**src/design/khud_pkg.sv**
```systemverilog
// Shared types and constants for the keyed hash uniform draw unit.
`default_nettype none

package khud_pkg;

   // Mixing constants of the finalizer and the key whitening word.
   localparam logic [63:0] GOLDEN  = 64'h9e3779b97f4a7c15;
   localparam logic [63:0] MUL_A   = 64'hbf58476d1ce4e5b9;
   localparam logic [63:0] MUL_B   = 64'h94d049bb133111eb;
   localparam logic [63:0] KEY_MIX = 64'h243f6a8885a308d3;

   localparam int SHIFT_A     = 30;
   localparam int SHIFT_B     = 27;
   localparam int SHIFT_OUT   = 31;
   localparam int MIX_ROUNDS  = 4;

   // The index is the upper half of the hash reduced by the span.
   localparam int DIV_WIDTH   = 32;
   localparam int DIV_STEPS   = 2;
   localparam int DIV_STAGES  = DIV_WIDTH / DIV_STEPS;

   // Coordinate selectors in mixing order.
   localparam logic [1:0] SEL_LEVEL    = 2'd0;
   localparam logic [1:0] SEL_PHASE    = 2'd1;
   localparam logic [1:0] SEL_POSITION = 2'd2;
   localparam logic [1:0] SEL_DRAW     = 2'd3;

   // One classified word as it waits in the queue.
   typedef struct packed {
      logic [31:0] level;
      logic [31:0] phase;
      logic [31:0] position;
      logic [31:0] draw;
      logic [30:0] divisor;
   } item_type;

   // One hashed word on its way into the index reduction.
   typedef struct packed {
      logic [63:0] hash;
      logic [30:0] divisor;
   } hashed_type;

endpackage

`default_nettype wire

```
**src/design/khud_queue.sv**
```systemverilog
// Short first-in first-out queue between the input stage and the hash pipeline.
`default_nettype none

module khud_queue #(
   parameter int DEPTH = 4
) (
   input  wire logic                clock,
   input  wire logic                reset,
   input  wire logic                in_valid,
   output logic                     in_ready,
   input  wire khud_pkg::item_type  in_item,
   output logic                     out_valid,
   input  wire logic                out_ready,
   output khud_pkg::item_type       out_item
);
   import khud_pkg::*;

   localparam int PW = $clog2(DEPTH);
   localparam int CW = $clog2(DEPTH + 1);
   localparam logic [PW-1:0] LAST = PW'(DEPTH - 1);
   localparam logic [CW-1:0] FULL = CW'(DEPTH);

   item_type         mem [DEPTH];
   logic [PW-1:0]    wr_ptr_ff, wr_ptr_in;
   logic [PW-1:0]    rd_ptr_ff, rd_ptr_in;
   logic [CW-1:0]    count_ff, count_in;
   logic             push, pop;

   assign in_ready  = (count_ff != FULL);
   assign out_valid = (count_ff != '0);
   assign push      = in_valid && in_ready;
   assign pop       = out_valid && out_ready;
   assign out_item  = mem[rd_ptr_ff];

   always_comb begin
      wr_ptr_in = wr_ptr_ff;
      rd_ptr_in = rd_ptr_ff;
      count_in  = count_ff;
      if (push) begin
         wr_ptr_in = (wr_ptr_ff == LAST) ? '0 : wr_ptr_ff + PW'(1);
      end
      if (pop) begin
         rd_ptr_in = (rd_ptr_ff == LAST) ? '0 : rd_ptr_ff + PW'(1);
      end
      if (push && !pop) begin
         count_in = count_ff + CW'(1);
      end else if (pop && !push) begin
         count_in = count_ff - CW'(1);
      end
   end

   always_ff @(posedge clock) begin
      if (reset) begin
         wr_ptr_ff <= '0;
         rd_ptr_ff <= '0;
         count_ff  <= '0;
      end else begin
         wr_ptr_ff <= wr_ptr_in;
         rd_ptr_ff <= rd_ptr_in;
         count_ff  <= count_in;
      end
   end

   always_ff @(posedge clock) begin
      if (push) begin
         mem[wr_ptr_ff] <= in_item;
      end
   end

endmodule

`default_nettype wire

```
**config.mk**
```make
export PLATFORM = sky130hd
export DESIGN_NAME = khud_queue
export DESIGN_NICKNAME = d
export VERILOG_FILES = /design/src/design/khud_pkg.sv /design/src/design/khud_queue.sv
export SDC_FILE = /design/constraint.sdc
export NUM_CORES = 1
export LEC_CHECK = 0
export ABC_AREA = 1
export BUFFER_PORTS_ARGS = -buffer_cell sky130_fd_sc_hd__buf_2
export CAP_MARGIN = 20
export CORE_UTILIZATION = 30
export CTS_CLUSTER_SIZE = 8
export DETAILED_ROUTE_END_ITERATION = 6
export PLACE_DENSITY = 0.58
export SLEW_MARGIN = 10
export SYNTH_ARGS = -nofsm -noshare
export SYNTH_HDL_FRONTEND = slang
export SYNTH_SLANG_ARGS = --single-unit
```
**constraint.sdc**
```tcl
create_clock -name clock -period 11.2 [get_ports clock]
set_input_delay 0.56 -clock clock [delete_from_list [all_inputs] [get_ports clock]]
set_output_delay 0.56 -clock clock [all_outputs]
set_load 0.005 [all_outputs]
```
==> impl.org <==
** Status
- Outcome :: complete, no violations

** Timing
- At the pin with the least slew margin, the transition time is 1.140 ns.
- Of the available clock period, the critical path in the final layout requires 0.3928.
- Final setup violating endpoints :: 0
- The total count of max-transition violations in the final report was 0.
- Post-Route Skew :: 0.01529 ns
- RSZ-0062 raised after global routing :: no
- Summed over all failing endpoints, the final setup total negative slack is 0 ns.
- Final critical-path required period :: 4.399 ns
- Final Hold Viols :: 0
- Measured against its own limit, the worst slew margin works out to 0.2398.
- Across all hold checks on the routed design, the worst slack comes to 0.1281 ns.
- Maximum clock frequency :: between 200 and 250 MHz

** Cells and area
- Commonest cells after routing, fill and taps aside :: edfxtp_1 (636), nor2_1 (329), buf_2 (323)
- For this run, the share of the core covered by cells in the final layout is 0.3676.
- Post-Layout Inst Area :: 28990 um2
- After the last flow step, the layout net total stands at 2107.
- Fillers :: 7466
- Of the cells placed in the final design, the portion with a size suffix greater than 1 is 0.2286.
- Leaving out fill and tap cells, the most frequent cell in the layout is edfxtp_1.
- Combined flip-flop and latch cell area :: 19290 um2
- Area of combinational cells with multiple inputs :: ~4000 um2
- Compared with the post-synthesis result, the final layout area differs by 21.40%.

** Setup path
- The critical path is of the flop to output pin type.
- CP Data Arrival Time :: 3.84 ns
- The worst setup path is captured at an output pin.
- Maximum fanout count along the critical path :: 92
- Library cell contributing the largest single delay on the critical path :: buf_4
- Most repeated library cell on the critical path :: buf_4
- CP cell instances :: buf_4 -> buf_4 -> o21ai_0 -> o22ai_1 -> buf_2
- Worst stage delay on the critical path :: 0.82 ns
- Critical Path RT :: 10.64 ns
- The worst setup path is launched from a flop.
- Number of cell instances on the worst register-to-register path :: 6

** Placed design
- HPWL Detailed :: 31870 um
- Once placement finished, the instance area stood at 26520 um2.
- Routability-driven placement finished with a final weighted congestion of 0.7274.
- Port Buf Inserts :: 323

** Logic synthesis
- In this run, distinct cell masters in the synthesized netlist total 22.
- Area fraction of the dominant cell type after synthesis :: 0.7997
- Of the synthesized area, sequential elements account for 0.8073.
- Average cell area after synthesis :: 14.87 um2
- Dominant cells by area after synthesis :: edfxtp_1 (80%), o21ai_0 (6.7%), nor2_1 (5.2%)
- During synthesis, Yosys emitted a total of 0 warnings.
- The synthesized design spends more area on one cell type than any other, namely edfxtp_1.
- After technology mapping, the gate count stands at 1606.
- The number of nets handed over by synthesis was 1776.
- Flops & latches, synth :: about 650
- Cell Area, Synth :: 23880 um2

** Global route
- The first global-routing pass estimated 86680 um of wire.
- The via count of the first global-routing pass is 14860.
- Summed over all layers, the global routing overflow is 0.
- The number of antenna violations at the first check in global routing came to 18.
- Largest net degree at the start of global routing :: 165
- Across every metal layer, demand over resource in global routing totals 0.1392.

** Die
- Chip width :: 284.1 um
- Core region area :: 78870 um2
- In this run the core area contains 103 standard-cell rows.
- Total I/O pin count :: 324
- Die outline height :: 284.1 um
- Total die area :: 80740 um2
- Starting density of the core :: 0.3028

** Clocking
- Counting every sink on the clock net gives 645.
- After clock tree synthesis, the flow added hold-fix buffers numbering 0.
- Clock slew seen by the registers of the worst setup and hold paths :: 0.05 ns
- Worst-skew pair later-pin latency :: a little over 0.6 ns
- Cts repair resizes :: 0
- The root buffer cell chosen for the clock tree is clkbuf_16.
- CTS built an H-tree with a depth of 3.
- Max Buffers Root-to-Sink :: 3
- Number of clock buffers inserted by TritonCTS :: 90
- After clock tree synthesis, the setup repair step added 0 buffers.
- CTS tree :: built

** Drt
- Residual antenna-violating net count after detailed routing :: 0
- In this run, the number of DRC markers left after iteration 0 of detailed routing was 840.
- Number of vias per cell :: just under 5
- After detailed routing, the number of remaining DRC violations is 0.
- Final wirelength :: 57710 um
- Via Count :: 14500
- Router iterations before antenna repair :: 5
- Dividing the detail-routed wire length by the instance count gives 19.15 um.

** Pwr
- Summed over all cells, the static leakage comes to 9.947 nW.
- Pwr/cell area :: 245.2 nW/um2
- Across the VDD grid, the largest voltage drop is 0.1335 mV.

** Hold path
- The worst hold path passes through 2 cells.
- The tightest min-delay check is of the input port to flop type.

** Run
- Max-cap check violation count :: 0
## through the flow
| stage | std cells | total power, mW | worst slack [ns] |
|---|---|---|---|
| after floorplan | 1606 | 4.048 | 3.193 |
| after global placement | 2895 | 4.741 | 7.480 |
| after detailed placement | 2895 | 4.778 | 7.386 |
| after CTS | 3010 | 7.214 | 6.712 |
| after global routing | 3012 | 7.475 | 6.437 |
| final | 3014 | 7.110 | 6.801 |
## flip-flops by register name, summed over array words and instances, names as in the netlist, named ones only
signal	count
mem	636
wr_ptr_ff	2
count_ff	3
rd_ptr_ff	2
## routing by layer
metal / up-vias / GRT usage / share of wire
li1: 6704 / - / -
met1: 7232 / 0.1687 / 0.41
met2: 419 / 0.2323 / 0.49
met3: 118 / 0.04783 / 0.078
met4: 28 / 0.04341 / 0.020
met5: - / 0 / 0.0027
## final timing paths
check                    start           end  slack, ns
setup / recovery          flop  out_item[89]       6.80
hold / removal           reset   count_ff[0]       0.13
setup reg to reg   count_ff[0]    mem[1][65]       7.74
hold reg to reg   wr_ptr_ff[1]  wr_ptr_ff[1]       0.54
## synth_stat cells
cell and n:
nand3_1 2, nand4_1 1, a21oi_1 3, nand3b_1 2, buf_2 18, nor2_1 333
inv_4 1, o21ai_1 1, nand2_1 14, buf_4 12, buf_6 5, dfxtp_1 9
xor2_1 1, ha_1 6, inv_2 1, clkbuf_2 1, fa_1 1, clkbuf_1 68
edfxtp_1 636, o21ai_0 318, inv_1 14, o22ai_1 159
## worst max-delay path: cells and delay by family (launching register included)
family	cells	cell delay, ns
DFF	1	0.81
buffers and inverters	3	1.78
AOI/OAI and AO/OA	2	0.46
## kinds of logic after synthesis
kind of cell,count (synthesis),synth area share
AOI/OAI and AO/OA,481,0.1091
DFF,645,0.8073
buffers and inverters,120,0.02342
xor gates and xnor gates,1,0.0003668
adders and majority gates,7,0.003982
and+or+nand+nor,352,0.05585
## power breakdown
part / total (mW) / internal [mW] / leakage, nW / switching, mW
clock: 2.41 / 1.46 / 1.19 / 0.956
combinational: 1.65 / 0.559 / 2.85 / 1.09
sequential: 3.05 / 2.95 / 5.90 / 0.103
total: 7.11 / 4.96 / 9.95 / 2.15
## cell type report
type,instances,area share
timing repair buffer,343,0.06137
inverter,16,0.002417
clock buffer,109,0.08087
tap,1050,0.04531
antenna,4,0.0003452
multi-input combinational,841,0.1405
clock inverter,6,0.003970
sequential,645,0.6652
Note: power is estimated with default switching activity, not from simulation.
