==> src/design/khud_pkg.sv <==
// Shared types and constants for the keyed hash uniform draw unit.
`default_nettype none

package khud_pkg;

   // Mixing constants of the finalizer and the key whitening word.
   localparam logic [63:0] GOLDEN  = 64'h9e3779b97f4a7c15;
   localparam logic [63:0] MUL_A   = 64'hbf58476d1ce4e5b9;
   localparam logic [63:0] MUL_B   = 64'h94d049bb133111eb;
   localparam logic [63:0] KEY_MIX = 64'h243f6a8885a308d3;

   localparam int SHIFT_A     = 30;
   localparam int SHIFT_B     = 27;
   localparam int SHIFT_OUT   = 31;
   localparam int MIX_ROUNDS  = 4;

   // The index is the upper half of the hash reduced by the span.
   localparam int DIV_WIDTH   = 32;
   localparam int DIV_STEPS   = 2;
   localparam int DIV_STAGES  = DIV_WIDTH / DIV_STEPS;

   // Coordinate selectors in mixing order.
   localparam logic [1:0] SEL_LEVEL    = 2'd0;
   localparam logic [1:0] SEL_PHASE    = 2'd1;
   localparam logic [1:0] SEL_POSITION = 2'd2;
   localparam logic [1:0] SEL_DRAW     = 2'd3;

   // One classified word as it waits in the queue.
   typedef struct packed {
      logic [31:0] level;
      logic [31:0] phase;
      logic [31:0] position;
      logic [31:0] draw;
      logic [30:0] divisor;
   } item_type;

   // One hashed word on its way into the index reduction.
   typedef struct packed {
      logic [63:0] hash;
      logic [30:0] divisor;
   } hashed_type;

endpackage

`default_nettype wire

==> src/design/khud_front.sv <==
// Input stage: takes request words and classifies the span.
`default_nettype none

module khud_front (
   input  wire logic                clock,
   input  wire logic                reset,
   input  wire logic                req_valid,
   output logic                     req_ready,
   input  wire logic signed [31:0]  req_comp_level,
   input  wire logic signed [31:0]  req_comp_phase,
   input  wire logic signed [31:0]  req_comp_position,
   input  wire logic signed [31:0]  req_comp_draw,
   input  wire logic [30:0]         req_span,
   output logic                     push_valid,
   input  wire logic                push_ready,
   output khud_pkg::item_type       push_item
);
   import khud_pkg::*;

   logic     valid_ff, valid_in;
   item_type item_ff, item_in;
   logic     accept;
   logic     push;

   assign req_ready = !valid_ff || push_ready;
   assign accept    = req_valid && req_ready;
   assign push      = valid_ff && push_ready;

   always_comb begin
      item_in.level    = req_comp_level;
      item_in.phase    = req_comp_phase;
      item_in.position = req_comp_position;
      item_in.draw     = req_comp_draw;
      // A span of zero or one always yields index zero, which is what a divisor of one gives.
      if (req_span <= 31'd1) begin
         item_in.divisor = 31'd1;
      end else begin
         item_in.divisor = req_span;
      end
   end

   always_comb begin
      if (accept) begin
         valid_in = 1'b1;
      end else if (push) begin
         valid_in = 1'b0;
      end else begin
         valid_in = valid_ff;
      end
   end

   always_ff @(posedge clock) begin
      if (reset) begin
         valid_ff <= 1'b0;
      end else begin
         valid_ff <= valid_in;
      end
   end

   always_ff @(posedge clock) begin
      if (accept) begin
         item_ff <= item_in;
      end
   end

   assign push_valid = valid_ff;
   assign push_item  = item_ff;

endmodule

`default_nettype wire

==> config.mk <==
export PLATFORM = sky130hd
export DESIGN_NAME = khud_front
export DESIGN_NICKNAME = d
export VERILOG_FILES = /design/src/design/khud_pkg.sv /design/src/design/khud_front.sv
export SDC_FILE = /design/constraint.sdc
export NUM_CORES = 1
export LEC_CHECK = 0
export BUFFER_PORTS_ARGS = -buffer_cell sky130_fd_sc_hd__buf_4
export CAP_MARGIN = 20
export CORE_MARGIN = 2
export CORE_UTILIZATION = 32
export CTS_CLUSTER_DIAMETER = 100
export CTS_CLUSTER_SIZE = 14
export DETAILED_ROUTE_END_ITERATION = 8
export HOLD_SLACK_MARGIN = 0.02
export PLACE_DENSITY = 0.7
export SKIP_LAST_GASP = 1
export SLEW_MARGIN = 20
export SYNTH_ARGS = -nofsm -noshare
export SYNTH_HDL_FRONTEND = slang
export SYNTH_SLANG_ARGS = --single-unit
==> constraint.sdc <==
create_clock -name clock -period 7.14 [get_ports clock]
set_input_delay 0.714 -clock clock [delete_from_list [all_inputs] [get_ports clock]]
set_output_delay 0.714 -clock clock [all_outputs]
set_load 0.03 [all_outputs]
==> summary.txt, run 1 <==
Routing
  – DRC violations left: 0
  – Post-DRT Antenna Nets: 0
  – Post-Route WL: 12.8 mm
  – Vias: 3086
  – Routed WL per cell: 17.2 µm
  – DR iter-0 viols: 181
  – Via-to-Cell Ratio: 4.16
  – DRT Pass-1 Iters: 4

Layout
  – Post-layout net count: roughly 680
  – Share of cells above drive strength 1: 0.674
  – ANT cells: 0
  – Commonest non-fill, non-tap cell in the layout: buf_4
  – # fillers: 1248
  – Layout area overhead: 64.3%
  – Most frequent cells in the layout: 324 x buf_4, 159 x edfxtp_1, 17 x clkbuf_16

Synth
  – Post-synth top area cell: edfxtp_1
  – Top cell type's share of synthesized area: 0.954
  – Top post-synthesis cells by area: edfxtp_1 95%, clkbuf_1 2.3%, nor4_1 0.75%, dfxtp_1 0.40%, nand4_1 0.25%
  – Post-Syn Nets: 368
  – Synthesis-stage register bit count: 160
  – Post-Syn Instances: 205
  – Avg Cell Area, Syn: 24.4 µm²
  – Netlist cell types: 12
  – Sequential share of the synthesized area: 0.958
  – Syn. warnings: 0
  – Synthesized area: ~0.005 mm²

Pwr
  – Pint: 1.78 mW
  – Clk pwr share: 0.402
  – PwrDens: 286 mW/mm²
  – Total power: 2.35 mW
  – Sw Ratio: 0.241
  – Maximum VDD drop: 0.000150 V
  – Flop pwr share: 0.476
  – Leak: 3.42 nW
  – Switch Pwr: 0.566 mW
  – Gate power share: 0.122

CTS
  – Clk Latency, worst-skew pair: around 420 ps
  – CTS Sinks: 160
  – Post-CTS Hold Buffers: 0
  – Clk root buf: clkbuf_16
  – CTS Buf Count: 17
  – CTS Buffer Depth: 2
  – TritonCTS clock tree: done
  – H-tree Lvls: 4
  – Post-CTS setup buffers: 0
  – Reg clk slew, reported paths: 60 ps
  – # resized after CTS: 0

Place
  – Post-detail-place hpwl: ~9.8 mm
  – I/O Buffers: 323
  – Placer congestion estimate: roughly 0.74

STA
  – Max_slew headroom: 0.306
  – Setup TNS Final: 0 ps
  – Setup violators final: 0
  – Max-slew violation count: 0
  – RSZ-0062 raised after global routing: no
  – Fin crit share: 0.382
  – Worst Skew: roughly 9.5 ps
  – Peak Freq: 0.367 GHz
  – Least-Margin Pin Slew: 1040 ps
  – Min Clock Period, post-route: 2730 ps
  – Hold Violations, Final: 0

Floorplan
  – Die area: about 0.017 mm²
  – Die width: approximately 130 µm
  – Initial Utilization: 0.328
  – Core Box Area: 0.0153 mm²
  – Rows: 45
  – Die span in y: approximately 130 µm
  – I/O pin count: roughly 320

Setup path
  – Crit path max fanout: between 80 and 90
  – Crit end category: flop
  – Arr. time, crit path: 2760 ps
  – CP required: 7170 ps
  – Crit path launch type: primary input
  – Crit Path Category: in -> reg

GRT
  – First-pass GRT wire length: about 17 mm
  – Initial antenna violation count: 0
  – Pin count of the biggest net entering global routing: 82
  – Global Route Usage Sum: 0.146
  – Grt ovf: 0
  – Vias in the first global route: 3195

Hold path
  – Worst hold path type: in -> reg

Job
  – Max_cap viols: 0

Status
  – Outcome: finished clean
==> per-layer routing <==
| metal | track usage | part of all wire | vias up |
|---|---|---|---|
| met4 | 0.0748 | 0.025 | 0 |
| met2 | 0.250 | 0.53 | 203 |
| met5 | 0 | 0 | - |
| li1 | - | - | 1406 |
| met3 | 0.0739 | 0.10 | 22 |
| met1 | 0.147 | 0.35 | 1455 |
==> registers in the layout, indices dropped and copies added (netlist names) <==
signal	flops
push_item	159
push_valid	1
==> power by group through the flow <==
stage	Combinational (mW)	Clock [mW]	Sequential, mW
after CTS	0.290	0.969	1.12
after detailed placement	0.290	0	1.14
after floorplan	0.0232	0	1.25
after global placement	0.287	0	1.13
final	0.287	0.944	1.12
after global routing	0.300	1.01	1.12
==> logic make-up (layout without fill, tap and decap cells) <==
| family | Yosys count | count (layout) | synth area share |
|---|---|---|---|
| buf+inv | 31 | 357 | 0.0233 |
| flops | 160 | 160 | 0.958 |
| compound gates | 2 | 2 | 0.00250 |
| simple gates | 12 | 12 | 0.0158 |
==> path summary, 6_finish.rpt <==
path                                      end        from  depth (start not counted)  slack (ps)
worst min register to register     push_valid  push_valid                          2         550
worst min-delay path               push_valid       reset                          2         430
worst max-delay path            push_item[73]  push_ready                          4        4410
worst max register to register  push_item[73]  push_valid                          3        4480
==> critical path, stage by stage <==
cell and delay [ps]:
buf_4 70, nand2b_1 140, and2_4 820, buf_4 890
==> metrics by stage <==
| stage | util | setup slack (ps) | area [µm²] | instances | hold WS, ps |
|---|---|---|---|---|---|
| final | 0.538 | 4410 | 8220 | 742 | 435 |
| after global routing | 0.538 | 4250 | 8220 | 742 | 408 |
| after CTS | 0.538 | 4410 | 8220 | 742 | 410 |
| after detailed placement | 0.497 | 3950 | 7590 | 710 | 526 |
| after global placement | 0.497 | 4040 | 7590 | 710 | 516 |
| after floorplan | - | 1870 | 5000 | 205 | 783 |
==> final cells by class <==
| class | count | area, µm² | area share |
|---|---|---|---|
| clock buffer | 17 | 425 | 0.0518 |
| clock inverter | 15 | 203 | 0.0247 |
| inverter | 1 | 3.75 | 0.000457 |
| multi-input combinational | 14 | 93.8 | 0.0114 |
| sequential | 160 | 4790 | 0.584 |
| tap | 211 | 264 | 0.0321 |
| timing repair buffer | 324 | 2430 | 0.296 |
==> cell usage after synthesis <==
master	instances
nor2_1	1
edfxtp_1	159
inv_1	1
dfxtp_1	1
nand2b_1	1
nor4_1	6
a21oi_1	1
nand4_1	2
o21bai_1	1
nor4_2	1
clkbuf_1	30
and2_1	1
Power figures use the tool's default switching activity.
==> run 2: changes to the inputs <==
Clock period 7.14 ns to 2.8 ns, I/O delays scaled along.
==> run 2 against run 1 <==
  * Total power rose to 2.5 times the previous value
  * Clock skew fell by 3.3 ps
  * Non-clock buffer count rose by 95
  * Sequential power rose to 2.5 times the previous value
  * Routed wire length rose by 9.4%
  * First-iteration DRC count fell by 17%
  * Global-route usage rose by 1.4 points
  * Die area did not move
  * Critical path type is now reg -> reg
  * Highest routed layer unchanged
==> summary.txt, run 2 (synthesis gave the netlist of run 1 again) <==
STA
  – Worst Setup Slack, final: 1320 ps (-3090 ps)
  – Peak Freq: 0.678 GHz
  – Fin crit share: 0.527
  – Worst Skew: 6.12 ps (-3.33 ps)
  – Setup TNS Final: 0 ps (unchanged)
  – Max_slew headroom: 0.688 (+0.382)
  – RSZ-0062 raised after global routing: no
  – Hold slack: 45.6 ps (-389 ps)
  – Hold Violations, Final: 0 (unchanged)
  – Least-Margin Pin Slew: 468 ps (-573 ps)
  – Setup violators final: 0 (unchanged)
  – Min Clock Period, post-route: between 1000 and 1500 ps
  – Max-slew violation count: 0 (unchanged)

CTS
  – # resized after CTS: 0 (unchanged)
  – Clk Latency, worst-skew pair: 410 ps (about the same)
  – Reg clk slew, reported paths: 70 ps (about the same)
  – Post-CTS setup buffers: 0 (unchanged)
  – TritonCTS clock tree: done
  – H-tree Lvls: 4 (unchanged)
  – CTS Sinks: 160 (unchanged)
  – CTS Buffer Depth: 2 (unchanged)
  – Clk root buf: clkbuf_16
  – CTS Buf Count: 17 (unchanged)

Layout
  – Max reg flops: 159 (unchanged)
  – ANT cells: 0 (unchanged)
  – Post-layout net count: 776 (+14%)
  – Most frequent cells in the layout: 323 x buf_4, 159 x edfxtp_1, 94 x dlygate4sd3_1
  – Final Util: 0.599 (+0.0605)
  – Share of cells above drive strength 1: 0.573 (-0.101)
  – Commonest non-fill, non-tap cell in the layout: buf_4
  – Layout area overhead: 82.7%

Place
  – I/O Buffers: 323 (unchanged)
  – Placer congestion estimate: 0.781 (+5.4%)
  – Setup WS pre-CTS: 1260 ps (-2690 ps)

Floorplan
  – Die span in y: 129 µm (unchanged)
  – Rows: 45 (unchanged)
  – Initial Utilization: 0.328 (unchanged)
  – I/O pin count: 324 (unchanged)
  – Core Box Area: 0.0153 mm² (unchanged)
  – Die area: 0.0166 mm² (unchanged)
  – Die width: 129 µm (unchanged)

Pwr
  – Total power: 5.92 mW (+150%)
  – PwrDens: 648 mW/mm² (+130%)
  – Leak: 3.81 nW (+11%)
  – Maximum VDD drop: 0.000382 V (+150%)

Routing
  – Via-to-Cell Ratio: 4.15 (-0.18%)
  – DRC violations left: 0 (unchanged)
  – Top layer in use: met4
  – Met3 WL post-DR: 1.25 mm (-5.9%)
  – M1 WL: 4.76 mm (+7.8%)
  – DRT Pass-1 Iters: 4 (unchanged)
  – Met2 Wirelength: 7.70 mm (+15%)
  – Post-Route WL: 14.0 mm (+9.4%)
  – Vias: 3475 (+13%)
  – DR iter-0 viols: 151 (-17%)
  – Routed WL per cell: 16.7 µm (-3.0%)
  – Post-DRT Antenna Nets: 0 (unchanged)

Hold path
  – Worst hold path type: in -> reg

Setup path
  – CP required: 2860 ps (-4310 ps)
  – Crit-path slowest cell: buf_12
  – Crit path max fanout: 90 (+11%)
  – CP cell instances: nand2b_1, and2_4, buf_12
  – Crit Path Category: reg -> reg
  – Arr. time, crit path: 1530 ps (-1230 ps)
  – Crit end category: flop
  – CP max stage delay: 390 ps (-500 ps)
  – Crit path launch type: flop

GRT
  – Global Route Usage Sum: 0.160 (+0.0135)
  – First-pass GRT wire length: 19.1 mm (+11%)
  – Pin count of the biggest net entering global routing: 91 (+11%)
  – Grt ovf: 0 (unchanged)
  – Initial antenna violation count: 0 (unchanged)
  – Vias in the first global route: 3540 (+11%)

Job
  – Max_cap viols: 0 (unchanged)

Status
  – Outcome: finished clean
==> run 2: routing by layer <==
layer / global-route usage / up-vias
met5: 0 / -
met4: 0.0806 / 0
met3: 0.0661 / 23
met2: 0.289 / 195
met1: 0.157 / 1656
li1: - / 1601
==> run 2: final timing paths <==
kind / startpoint / end / slack (ps) / depth (start not counted)
worst max-delay path: push_valid / push_item[55] / 1320 / 3
worst max register to register: push_valid / push_item[55] / 1320 / 3
worst min-delay path: req_comp_phase[24] / push_item[119] / 50 / 1
worst min register to register: push_valid / push_valid / 540 / 2
==> run 2: what timing repair did <==
item | in CTS | in global routing
hold endpoints to repair | 87 | 7
hold buffers | 87 | 7
endpoints found under the setup margin | 0 | 0
==> run 2: per-stage QoR <==
step	area (µm²)	std cells
after floorplan	5000	205
after global placement	7620	711
after detailed placement	7620	711
after CTS	9070	830
after global routing	9140	837
final	9140	837
==> run 2: layout make-up <==
class / count / area (µm²)
sequential: 160 / 4790
clock inverter: 15 / 153
inverter: 1 / 3.75
fill: 1123 / 6120
clock buffer: 17 / 425
multi-input combinational: 14 / 93.8
tap: 211 / 264
timing repair buffer: 419 / 3410
==> run 2: where the power goes <==
group / switching (mW) / internal [mW] / total [mW]
clock: 0.975 / 1.25 / 2.23
combinational: 0.455 / 0.397 / 0.852
sequential: 0.0413 / 2.80 / 2.84
total: 1.47 / 4.45 / 5.92
==> run 2: worst max-delay path, delay by kind of cell, from the launching register on <==
family	cells	cell delay [ps]
DFF	1	320
buffers and inverters	1	390
and+or+nand+nor	2	350
